File: config.mk
export PLATFORM = sky130hd
export DESIGN_NAME = quadrature_doppler_velocity_tracker
export DESIGN_NICKNAME = d
export VERILOG_FILES = /design/src/rtl/qdvt_pkg.sv /design/src/rtl/qdvt_isqrt.sv /design/src/rtl/quadrature_doppler_velocity_tracker.sv
export SDC_FILE = /design/constraint.sdc
export NUM_CORES = 2
export LEC_CHECK = 0
export BUFFER_PORTS_ARGS = -buffer_cell sky130_fd_sc_hd__buf_2
export CORE_AREA = 3 3 255 507
export DETAILED_ROUTE_END_ITERATION = 12
export DIE_AREA = 0 0 258 510
export PLACE_DENSITY = 0.57
export SLEW_MARGIN = 20
export SYNTH_ARGS = -nofsm -noshare
export SYNTH_HDL_FRONTEND = slang
export SYNTH_SLANG_ARGS = --single-unit
export TNS_END_PERCENT = 5
File: constraint.sdc
create_clock -name clk -period 7.4 [get_ports clk]
set_clock_uncertainty 0.15 [all_clocks]
set_input_delay 1.48 -clock clk [delete_from_list [all_inputs] [get_ports clk]]
set_output_delay 1.48 -clock clk [all_outputs]
set_load 0.01 [all_outputs]
File: src/rtl/qdvt_pkg.sv
package qdvt_pkg;

  localparam int SAMPLE_BITS   = 12;
  localparam int ACC_BITS      = 48;
  localparam int INTERVAL_BITS = 10;
  localparam int ALPHA_BITS    = 16;
  localparam int SPEED_BITS    = 14;
  localparam int OUT_POS_BITS  = 48;

  localparam int DIFF_BITS = SAMPLE_BITS + 1;
  localparam int PROD_BITS = 2 * DIFF_BITS + 1;
  localparam int RAD_BITS  = 2 * DIFF_BITS;
  localparam int ROOT_BITS = DIFF_BITS;
  localparam int KEEP_BITS = ALPHA_BITS + 1;
  localparam int CNT_BITS  = $clog2((KEEP_BITS > DIFF_BITS) ? KEEP_BITS : DIFF_BITS);

  localparam int SPEED_MAX = 5792;

  localparam int CFG_INDEX_BITS = 2;
  localparam int CFG_DATA_BITS  = 16;

  localparam logic [CFG_INDEX_BITS-1:0] CFG_I_OFFSET    = 2'd0;
  localparam logic [CFG_INDEX_BITS-1:0] CFG_Q_OFFSET    = 2'd1;
  localparam logic [CFG_INDEX_BITS-1:0] CFG_INTERVAL_MS = 2'd2;
  localparam logic [CFG_INDEX_BITS-1:0] CFG_LPF_ALPHA   = 2'd3;

  localparam logic [SAMPLE_BITS-1:0]   OFFSET_RST   = SAMPLE_BITS'(2048);
  localparam logic [INTERVAL_BITS-1:0] INTERVAL_RST = INTERVAL_BITS'(10);
  localparam logic [ALPHA_BITS-1:0]    ALPHA_RST    = ALPHA_BITS'(58982);

  typedef struct packed {
    logic [SAMPLE_BITS-1:0] i_sample;
    logic [SAMPLE_BITS-1:0] q_sample;
  } in_item_t;

  typedef struct packed {
    logic signed [SPEED_BITS-1:0]   signed_speed;
    logic signed [OUT_POS_BITS-1:0] displacement;
    logic signed [OUT_POS_BITS-1:0] smoothed_displacement;
  } out_item_t;

endpackage

File: src/rtl/qdvt_isqrt.sv
module qdvt_isqrt (
  input  logic                           clk,
  input  logic                           rst_n,
  input  logic                           start,
  input  logic [qdvt_pkg::RAD_BITS-1:0]  radicand,
  output logic                           done,
  output logic [qdvt_pkg::ROOT_BITS-1:0] root
);

  localparam int RB   = qdvt_pkg::RAD_BITS;
  localparam int RTB  = qdvt_pkg::ROOT_BITS;
  localparam int REMW = RTB + 3;
  localparam int CB   = qdvt_pkg::CNT_BITS;

  logic            busy_r;
  logic            done_r;
  logic [CB-1:0]   cnt_r;
  logic [RB-1:0]   rad_r;
  logic [REMW-1:0] rem_r;
  logic [RTB-1:0]  root_r;

  logic [REMW-1:0] shifted;
  logic [REMW-1:0] trial;
  logic            fits;

  always_comb begin
    shifted = {rem_r[REMW-3:0], rad_r[RB-1 -: 2]};
    trial   = {1'b0, root_r, 2'b01};
    fits    = shifted >= trial;
  end

  always_ff @(posedge clk) begin
    if (!rst_n) begin
      busy_r <= 1'b0;
      done_r <= 1'b0;
    end else begin
      done_r <= 1'b0;
      if (start) begin
        busy_r <= 1'b1;
        rad_r  <= radicand;
        rem_r  <= '0;
        root_r <= '0;
        cnt_r  <= CB'(RTB - 1);
      end else if (busy_r) begin
        // take two radicand bits per step
        rad_r  <= {rad_r[RB-3:0], 2'b00};
        rem_r  <= fits ? (shifted - trial) : shifted;
        root_r <= {root_r[RTB-2:0], fits};
        cnt_r  <= cnt_r - CB'(1);
        if (cnt_r == '0) begin
          busy_r <= 1'b0;
          done_r <= 1'b1;
        end
      end
    end
  end

  assign done = done_r;
  assign root = root_r;

endmodule

File: src/rtl/quadrature_doppler_velocity_tracker.sv
// Quadrature Doppler velocity tracker. Each input transfer carries one I/Q pair in ADC counts;
// the block forms the change from the previous pair and the pair centered on i_offset/q_offset,
// takes speed as the floor square root of the squared change (negative when the rotation is
// reversed), integrates speed times interval_ms into a saturating position and smooths that
// position with a first-order low-pass filter whose keep factor lpf_alpha is Q0.16. One result
// leaves for every input; a new input is accepted only after the previous one has gone through
// the bit-serial products of the I/Q change, the two-bits-per-cycle square root and the
// bit-serial 17-step low-pass multiply. The result sits in an output register, so the next
// input is taken while it waits. Write the configuration registers only while the block is idle.
module quadrature_doppler_velocity_tracker (
  input  logic                                clk,
  input  logic                                rst_n,
  input  logic                                in_valid,
  output logic                                in_ready,
  input  qdvt_pkg::in_item_t                  in_data,
  output logic                                out_valid,
  input  logic                                out_ready,
  output qdvt_pkg::out_item_t                 out_data,
  input  logic                                cfg_we,
  input  logic [qdvt_pkg::CFG_INDEX_BITS-1:0] cfg_index,
  input  logic [qdvt_pkg::CFG_DATA_BITS-1:0]  cfg_wdata
);

  localparam int S   = qdvt_pkg::SAMPLE_BITS;
  localparam int W   = qdvt_pkg::DIFF_BITS;
  localparam int PW  = qdvt_pkg::PROD_BITS;
  localparam int RB  = qdvt_pkg::RAD_BITS;
  localparam int RTB = qdvt_pkg::ROOT_BITS;
  localparam int A   = qdvt_pkg::ACC_BITS;
  localparam int KW  = qdvt_pkg::KEEP_BITS;
  localparam int AB  = qdvt_pkg::ALPHA_BITS;
  localparam int IB  = qdvt_pkg::INTERVAL_BITS;
  localparam int CB  = qdvt_pkg::CNT_BITS;
  localparam int SCL = W + IB + 2;

  localparam logic signed [A-1:0] POS_MAX = {1'b0, {(A-1){1'b1}}};
  localparam logic signed [A-1:0] POS_MIN = {1'b1, {(A-1){1'b0}}};

  typedef enum logic [8:0] {
    ST_IDLE  = 9'b000000001,
    ST_MUL   = 9'b000000010,
    ST_SQRT  = 9'b000000100,
    ST_SCALE = 9'b000001000,
    ST_ACCUM = 9'b000010000,
    ST_DIFF  = 9'b000100000,
    ST_LPF   = 9'b001000000,
    ST_ROUND = 9'b010000000,
    ST_DONE  = 9'b100000000
  } state_t;

  state_t state_r, state_nxt;

  logic [S-1:0]  i_off_r, q_off_r;
  logic [IB-1:0] interval_r;
  logic [AB-1:0] alpha_r;
  logic [S-1:0]  prev_i_r, prev_q_r;

  logic signed [W-1:0]  di_r, dq_r;
  logic [W-1:0]         bdi_r, bdq_r, bci_r, bcq_r;
  logic signed [PW-1:0] mag_r, cross_r;
  logic [CB-1:0]        cnt_r;
  logic                 neg_r;

  logic signed [W:0]     speed_r;
  logic signed [SCL-1:0] scaled_r;
  logic signed [A-1:0]   pos_r, smooth_r;

  logic          up_r;
  logic [A-1:0]  m_r, p_r;
  logic [KW-1:0] k_r, low_r;
  logic [A:0]    step_r;

  logic                out_valid_r;
  qdvt_pkg::out_item_t out_data_r;

  logic signed [W-1:0]  di_in, dq_in, ci_in, cq_in;
  logic signed [PW-1:0] di_x, dq_x, sel_m, sel_c, mag_nxt, cross_nxt;
  logic                 first;
  logic                 sqrt_start, sqrt_done;
  logic [RTB-1:0]       sqrt_root;
  logic signed [A:0]    sum;
  logic signed [A-1:0]  pos_nxt;
  logic signed [A:0]    diff;
  logic [A:0]           dmag;
  logic [A:0]           lpf_sum;
  logic signed [A-1:0]  smooth_nxt;
  logic                 out_free;

  always_comb begin
    di_in = $signed({1'b0, in_data.i_sample}) - $signed({1'b0, prev_i_r});
    dq_in = $signed({1'b0, in_data.q_sample}) - $signed({1'b0, prev_q_r});
    ci_in = $signed({1'b0, in_data.i_sample}) - $signed({1'b0, i_off_r});
    cq_in = $signed({1'b0, in_data.q_sample}) - $signed({1'b0, q_off_r});
  end

  // MSB-first signed shift-and-add: the sign bit carries negative weight
  always_comb begin
    di_x      = PW'(di_r);
    dq_x      = PW'(dq_r);
    sel_m     = (bdi_r[W-1] ? di_x : '0) + (bdq_r[W-1] ? dq_x : '0);
    sel_c     = (bci_r[W-1] ? dq_x : '0) - (bcq_r[W-1] ? di_x : '0);
    first     = cnt_r == CB'(W - 1);
    mag_nxt   = first ? -sel_m : ((mag_r <<< 1) + sel_m);
    cross_nxt = first ? -sel_c : ((cross_r <<< 1) + sel_c);
  end

  assign sqrt_start = (state_r == ST_MUL) && (cnt_r == '0);

  qdvt_isqrt u_isqrt (
    .clk      (clk),
    .rst_n    (rst_n),
    .start    (sqrt_start),
    .radicand (mag_nxt[RB-1:0]),
    .done     (sqrt_done),
    .root     (sqrt_root)
  );

  always_comb begin
    sum = (A+1)'(pos_r) + (A+1)'(scaled_r);
    if (sum[A] != sum[A-1]) begin
      pos_nxt = sum[A] ? POS_MIN : POS_MAX;
    end else begin
      pos_nxt = sum[A-1:0];
    end
    diff       = (A+1)'(pos_r) - (A+1)'(smooth_r);
    dmag       = diff[A] ? -diff : diff;
    lpf_sum    = {1'b0, p_r} + (k_r[0] ? {1'b0, m_r} : '0);
    smooth_nxt = up_r ? (smooth_r + step_r[A-1:0]) : (smooth_r - step_r[A-1:0]);
    out_free   = !out_valid_r || out_ready;
  end

  always_comb begin
    state_nxt = state_r;
    case (state_r)
      ST_IDLE:  if (in_valid) state_nxt = ST_MUL;
      ST_MUL:   if (cnt_r == '0) state_nxt = ST_SQRT;
      ST_SQRT:  if (sqrt_done) state_nxt = ST_SCALE;
      ST_SCALE: state_nxt = ST_ACCUM;
      ST_ACCUM: state_nxt = ST_DIFF;
      ST_DIFF:  state_nxt = ST_LPF;
      ST_LPF:   if (cnt_r == '0) state_nxt = ST_ROUND;
      ST_ROUND: state_nxt = ST_DONE;
      ST_DONE:  if (out_free) state_nxt = ST_IDLE;
      default:  state_nxt = ST_IDLE;
    endcase
  end

  always_ff @(posedge clk) begin
    if (!rst_n) begin
      state_r     <= ST_IDLE;
      out_valid_r <= 1'b0;
      i_off_r     <= qdvt_pkg::OFFSET_RST;
      q_off_r     <= qdvt_pkg::OFFSET_RST;
      interval_r  <= qdvt_pkg::INTERVAL_RST;
      alpha_r     <= qdvt_pkg::ALPHA_RST;
      prev_i_r    <= '0;
      prev_q_r    <= '0;
      pos_r       <= '0;
      smooth_r    <= '0;
    end else begin
      state_r <= state_nxt;
      if (state_r == ST_DONE && out_free) begin
        out_valid_r <= 1'b1;
      end else if (out_ready) begin
        out_valid_r <= 1'b0;
      end
      if (cfg_we) begin
        case (cfg_index)
          qdvt_pkg::CFG_I_OFFSET:    i_off_r    <= cfg_wdata[S-1:0];
          qdvt_pkg::CFG_Q_OFFSET:    q_off_r    <= cfg_wdata[S-1:0];
          qdvt_pkg::CFG_INTERVAL_MS: interval_r <= cfg_wdata[IB-1:0];
          qdvt_pkg::CFG_LPF_ALPHA:   alpha_r    <= cfg_wdata[AB-1:0];
          default: ;
        endcase
      end
      case (state_r)
        ST_IDLE: begin
          if (in_valid) begin
            di_r     <= di_in;
            dq_r     <= dq_in;
            bdi_r    <= di_in;
            bdq_r    <= dq_in;
            bci_r    <= ci_in;
            bcq_r    <= cq_in;
            prev_i_r <= in_data.i_sample;
            prev_q_r <= in_data.q_sample;
            cnt_r    <= CB'(W - 1);
          end
        end
        ST_MUL: begin
          mag_r   <= mag_nxt;
          cross_r <= cross_nxt;
          bdi_r   <= {bdi_r[W-2:0], 1'b0};
          bdq_r   <= {bdq_r[W-2:0], 1'b0};
          bci_r   <= {bci_r[W-2:0], 1'b0};
          bcq_r   <= {bcq_r[W-2:0], 1'b0};
          cnt_r   <= cnt_r - CB'(1);
          if (cnt_r == '0) neg_r <= cross_nxt[PW-1];
        end
        ST_SQRT: begin
          if (sqrt_done) begin
            speed_r <= neg_r ? -$signed({1'b0, sqrt_root}) : $signed({1'b0, sqrt_root});
          end
        end
        ST_SCALE: begin
          scaled_r <= SCL'(speed_r) * SCL'($signed({1'b0, interval_r}));
        end
        ST_ACCUM: begin
          pos_r <= pos_nxt;
        end
        ST_DIFF: begin
          up_r  <= !diff[A];
          m_r   <= dmag[A-1:0];
          k_r   <= {1'b1, {AB{1'b0}}} - {1'b0, alpha_r};
          p_r   <= '0;
          low_r <= '0;
          cnt_r <= CB'(KW - 1);
        end
        ST_LPF: begin
          // LSB-first multiply; low product bits shift out into low_r
          p_r   <= lpf_sum[A:1];
          low_r <= {lpf_sum[0], low_r[KW-1:1]};
          k_r   <= {1'b0, k_r[KW-1:1]};
          cnt_r <= cnt_r - CB'(1);
        end
        ST_ROUND: begin
          step_r <= {p_r, low_r[KW-1]} + (A+1)'(low_r[KW-2]);
        end
        ST_DONE: begin
          if (out_free) begin
            smooth_r                         <= smooth_nxt;
            out_data_r.signed_speed          <= qdvt_pkg::SPEED_BITS'(speed_r);
            out_data_r.displacement          <= qdvt_pkg::OUT_POS_BITS'(pos_r);
            out_data_r.smoothed_displacement <= qdvt_pkg::OUT_POS_BITS'(smooth_nxt);
          end
        end
        default: ;
      endcase
    end
  end

  assign in_ready  = state_r == ST_IDLE;
  assign out_valid = out_valid_r;
  assign out_data  = out_data_r;

endmodule

Word-level counts from Yosys, hierarchy flattened:

Cells that the tools add are included.

* output and inout bits: 112
* flip-flop bits (word level): 703

* reduce and logical (&&, ||, !) cells: 34
* eq/ne operators: 19
* bitwise logic cells: 2
* multipliers: 1
* add/sub/neg operators: 22
* magnitude comparators: 1
* muxes and demuxes: 43

Operator list (number)
* $mux W48: 5
* $mux W26: 5
* $pmux W13 S2: 4
* $pmux W48 S2: 1
* $mux W27: 3
* $pmux W9 S9: 1
* $mux W13: 6
* $pmux W17 S2: 2
* $add A26 B26 Y26: 2
* $sub A12 B12 Y13: 4
* $add A48 B25 Y49: 1
* $add A48 B48 Y49: 1
* $sub A48 B48 Y49: 1
* $add A48 B1 Y48: 1
* $add A48 B48 Y48: 1
* $neg A48 Y48: 1
* $sub A48 B48 Y48: 1
* $mux W9: 5
* $mux W14: 2
* $add A27 B27 Y27: 1
* $neg A27 Y27: 1
* $sub A27 B27 Y27: 1
* $neg A26 Y26: 1
* $mul A14 B11 Y25: 1
* other kinds (36): 70

Longest topological paths before layout:

* depth after elaboration: 5
* mapped depth: 26
* depth with buffers taken out: 25

Modules after synthesis:

From an unflattened synthesis, not the netlist that was laid out.

* cell total of the unflattened synthesis: 5453
* area, all modules: 50593.5 um^2

Modules (own cells, without submodules)
* quadrature_doppler_velocity_tracker: cells each 5192, sequential area each 17056.4 um^2, area each 47351.7 um^2, instances 1
* qdvt_isqrt: cells each 261, sequential area each 1781.7 um^2, area each 3241.9 um^2, instances 1

Worst setup path before layout:

Ideal clock, no wire load.

* path kind: input -> register
* start: input rst_n
* end: register cross_r[0] (enable)
* slack: -198 ps
* arrival: 6862 ps
* cell stages on the path: 4
* data required time: 6664 ps
* path buffers: 2
* cell sequence: clkbuf_1 inv_1 clkbuf_1 nor4_1

* cells in the longest elaborated chain, start to end: 1

Ends and longest elaborated chain
* start, declared: RTL line quadrature_doppler_velocity_tracker.sv:12 `input logic rst_n,`
* $reduce_and A2 Y1 (no source line)
* end signal, assigned: RTL line quadrature_doppler_velocity_tracker.sv:192 `cross_r <= cross_nxt;`
* end, declared: RTL line quadrature_doppler_velocity_tracker.sv:60 `logic signed [PW-1:0] mag_r, cross_r;`

No other way between the ends.
A chain may end at the register's enable or synchronous reset.

Worst setup path after layout:

* start: register bcq_r[12]
* end: register cross_r[25] (data pin)

* cells in the longest elaborated chain, start to end: 4
* elaborated cells between the ends (all ways): 5
* those cells by class: add/sub (3); mux (2)

Ends and longest elaborated chain
* start, declared: RTL line quadrature_doppler_velocity_tracker.sv:59 `logic [W-1:0] bdi_r, bdq_r, bci_r, bcq_r;`
* start signal, assigned: RTL line quadrature_doppler_velocity_tracker.sv:184 `bcq_r <= cq_in;`
* start signal, assigned: RTL line quadrature_doppler_velocity_tracker.sv:196 `bcq_r <= {bcq_r[W-2:0], 1'b0};`
* $mux W27 (*): RTL line quadrature_doppler_velocity_tracker.sv:101 `sel_c = (bci_r[W-1] ? dq_x : '0) - (bcq_r[W-1] ? di_x : '0);`
* $sub A27 B27 Y27 (*): RTL line quadrature_doppler_velocity_tracker.sv:101
* $add A27 B27 Y27 / $neg A27 Y27 (equally long branches): RTL line quadrature_doppler_velocity_tracker.sv:104 `cross_nxt = first ? -sel_c : ((cross_r <<< 1) + sel_c);`
* $mux W27 (*): RTL line quadrature_doppler_velocity_tracker.sv:104
* named net cross_nxt[25]: RTL line quadrature_doppler_velocity_tracker.sv:77 `logic signed [PW-1:0] di_x, dq_x, sel_m, sel_c, mag_nxt, cross_nxt;`

The timed path passes the listed nets; every way through them passes the cells marked *.

==> flow_metrics.py <==
metrics = {
    "status": {
        "status": "finished clean",
    },
    "yosys": {
        "synth_top_family_by_area": "compound AO/OA/AOI/OAI gates",
        "synth_xor_area_share_pct": 7.76,
        "synth_top_area_share_pct": 30.3,
        "synth_compound_area_share_pct": 16.8,
        "synth_area_leaders": "edfxtp_1, ha_1, dfxtp_1",
        "yosysTopAreaCell": "edfxtp_1",
        "synth_common_cells": "nand2_1, edfxtp_1, a21oi_1",
        "ys_types": 93,
        "ys.flop_type": "edfxtp_1",
        "synth-edff-count": 506,
        "synthSimpleGateAreaFrac_pct": 16.4,
        "ys_async_sr_fraction_pct": 0,
        "syn_area_per_cell_um2": 9.21,
        "synth.most_common_cell": "nand2_1",
        "synth_seq_cells": 688,
        "synth_fa_ha_area_share_pct": 15.6,
        "syn_inst": 5439,
        "synth_nets": 6026,
        "synth_mux_area_share_pct": 0.991,
        "netlist_area_um2": 50100,
        "yosysWarningCount": 0,
        "ys_seq_area_share_pct": 37.6,
    },
    "sta": {
        "worst_pin_slew_ps": 1130,
        "final_max_slew_viol_count": 0,
        "setup-tns-final_ps": 0,
        "fin_crit_sh_pct": 89.7,
        "setup_viol": 0,
        "slew_headroom_pct": 24.5,
        "layout_setup_ws_ps": 763,
        "fin_crit_ps": 6640,
        "fmax_mhz": 151,
        "rsz0062_at_grt": "false",
        "final-hold-violation-count": 0,
    },
    "final_layout": {
        "final_nets": 6113,
        "nFillCells": 12300,
        "drive_above_1_share_pct": 7.52,
        "post-route-cell-area_um2": 55300,
        "area_growth_pct": 10.5,
    },
    "die": {
        "io_pins": 159,
        "dieArea_um2": 132000,
        "num_rows": 184,
        "core_um2": 126000,
        "die-width_um": 258,
        "die_h_um": 510,
        "start_util_pct": 39.8,
    },
    "hold_path": {
        "min_from": "prev_i_r[7]",
        "worstHoldPathType": "register to register",
        "whs_path_depth": 2,
        "hold_end": "prev_i_r[7]",
    },
    "route": {
        "drc": 0,
        "vias": 39000,
        "wl_per_cell_um": 18.8,
        "firstDrtPassIters": 5,
        "drt_iter0_drc": 1640,
        "drt.antenna.violating_nets": 0,
        "wl_um": 136000,
        "vias_per_cell": 5.38,
    },
    "power_and_ir_drop": {
        "sw_frac_of_total_pct": 27.3,
        "p_seq_share_pct": 42.9,
        "power_frac_comb_pct": 16.8,
        "p_switching_mw": 2.74,
        "internal-power_mw": 7.28,
        "p_clk_share_pct": 40.3,
        "ir_drop_mv": 0.175,
        "power_density_nw_per_um2": 181,
        "p_leak_nw": 23.1,
    },
    "global_route": {
        "antenna_found_initial": 1,
        "grt_remaining_overflow": 0,
        "grt_max_degree": 94,
        "track_usage_pct": 20.4,
        "grt_pass1_vias": 40200,
        "grt_pass1_wl_um": 213000,
    },
    "clocking": {
        "ctsLongestPathBuffers": 3,
        "cts-root-buf": "clkbuf_16",
        "post_cts_buffers": 0,
        "clkTransAtPathRegs_ps": 70,
        "cts_max_level": 3,
        "cts_hold_buffers": 0,
        "clock_latency_ps": 670,
        "cts_tree": "done",
        "cts_buffers": 72,
        "clock_sinks": 688,
    },
    "critical_path": {
        "arrival_ps": 6920,
        "critical_path_required_ps": 7690,
        "worst_path_most_repeated_cell": "o21ai_0",
        "reg2reg_from": "bcq_r[12]",
        "r2r_end": "cross_r[25]",
        "worstSetupStartpointType": "register",
        "endpoint_kind": "register",
        "slowest_delay_ps": 560,
        "slowest_stage": "edfxtp_1",
        "crit_fanout": 13,
        "reg2reg_slack_ps": 760,
        "criticalPathCategory": "register to register",
        "r2r_cells": 25,
    },
    "placed_design": {
        "dpl_worst_slack_ps": 552,
        "gp_congestion": 0.921,
        "io_buffers": 158,
        "dpl_cell_area_um2": 52800,
        "dp_hpwl_um": 106000,
    },
    "run": {
        "cap_violations": 0,
    },
}
per-stage QoR:
stage / util [%] / hold slack [ps] / instances / total power [mW]
2_1_floorplan: - / 274 / 5439 / 5.67
3_3_place_gp: 41.9 / 288 / 7125 / 6.05
3_5_place_dp: 41.9 / 294 / 7126 / 6.08
4_1_cts: 43.9 / 303 / 7260 / 10.2
5_1_grt: 43.9 / 324 / 7261 / 10.5
6_report: 43.9 / 301 / 7262 / 10.0
power by group through the flow:
| stage | logic (mW) | registers (mW) | clock network [mW] |
|---|---|---|---|
| floorplan | 1.31 | 4.36 | 0 |
| global placement | 1.66 | 4.39 | 0 |
| detailed placement | 1.69 | 4.39 | 0 |
| CTS | 1.70 | 4.30 | 4.16 |
| global route | 1.92 | 4.31 | 4.27 |
| finish | 1.68 | 4.30 | 4.03 |
worst max-delay path by stage:
stage	from	slack [ps]	to
after floorplan	interval_r[4]	1530	scaled_r[23]
after global placement	bci_r[12]	530	cross_r[25]
after detailed placement	bci_r[12]	550	cross_r[25]
after CTS	bci_r[12]	510	cross_r[25]
after global routing	bci_r[12]	160	cross_r[25]
final	bcq_r[12]	760	cross_r[25]
final cells by class:
type	instances	area, um2	share of cell area (%)
Antenna cell	2	5.00	0.00904
Clock buffer	93	2030	3.66
Clock inverter	41	547	0.988
Inverter	452	1700	3.07
Multi-Input combinational cell	4113	29000	52.4
Sequential cell	688	18800	34.0
Tap cell	1674	2090	3.78
Timing Repair Buffer	199	1140	2.07
cells in the final DEF, fill, tap and decap left out, types with 37 or more instances in the layout:
master / count
dfxtp_1: 182
a21o_1: 174
nor2_1: 378
xor2_1: 164
a21oi_1: 484
buf_2: 158
a21boi_0: 37
o21ai_0: 326
nor4_1: 38
or3_1: 38
nand2_1: 590
nand3_1: 94
fa_1: 141
clkbuf_16: 77
and2_1: 199
inv_1: 448
xnor2_1: 279
and3_1: 58
buf_4: 38
o21a_1: 40
edfxtp_1: 506
ha_1: 399
nor3_1: 96
o21bai_1: 56
nand2b_1: 55
nor2b_1: 45
timing repair:
item	4_1_cts	5_1_grt
resized for setup	0	1
setup endpoints to repair	0	1
endpoints found under the hold margin	0	0
state kept, by name (all words and copies together) (netlist names), 14 cells and up:
name	cells
alpha_r	16
cross_r	26
k_r	17
m_r	48
mag_r	25
out_data	110
p_r	48
pos_r	48
scaled_r	25
smooth_r	48
speed_r	14
step_r	48
u_isqrt.rad_r	26
u_isqrt.rem_r	14
worst max-delay path, delay by kind of cell, from the launching register on:
family / cells / cell delay, ps
compound gates: 15 / 3170
xor+xnor: 2 / 360
fa+ha+maj: 3 / 980
buf+inv: 1 / 60
flops: 1 / 560
simple gates: 4 / 1130
metal layers:
layer	vias to the layer above	track usage, %	part of all wire, %
met4	0	9.52	4.5
met2	687	41.2	55
met1	18800	20.7	37
met3	286	1.92	2.9
li1	19200	-	-
met5	-	0	0
kinds of logic after synthesis:
group           count (synthesis)
mux                            46
xor+xnor                      444
simple gates                 1718
compound gates               1364
flops                         688
buf+inv                       638
fa+ha+maj                     541
(Power assumes the default switching activity.)
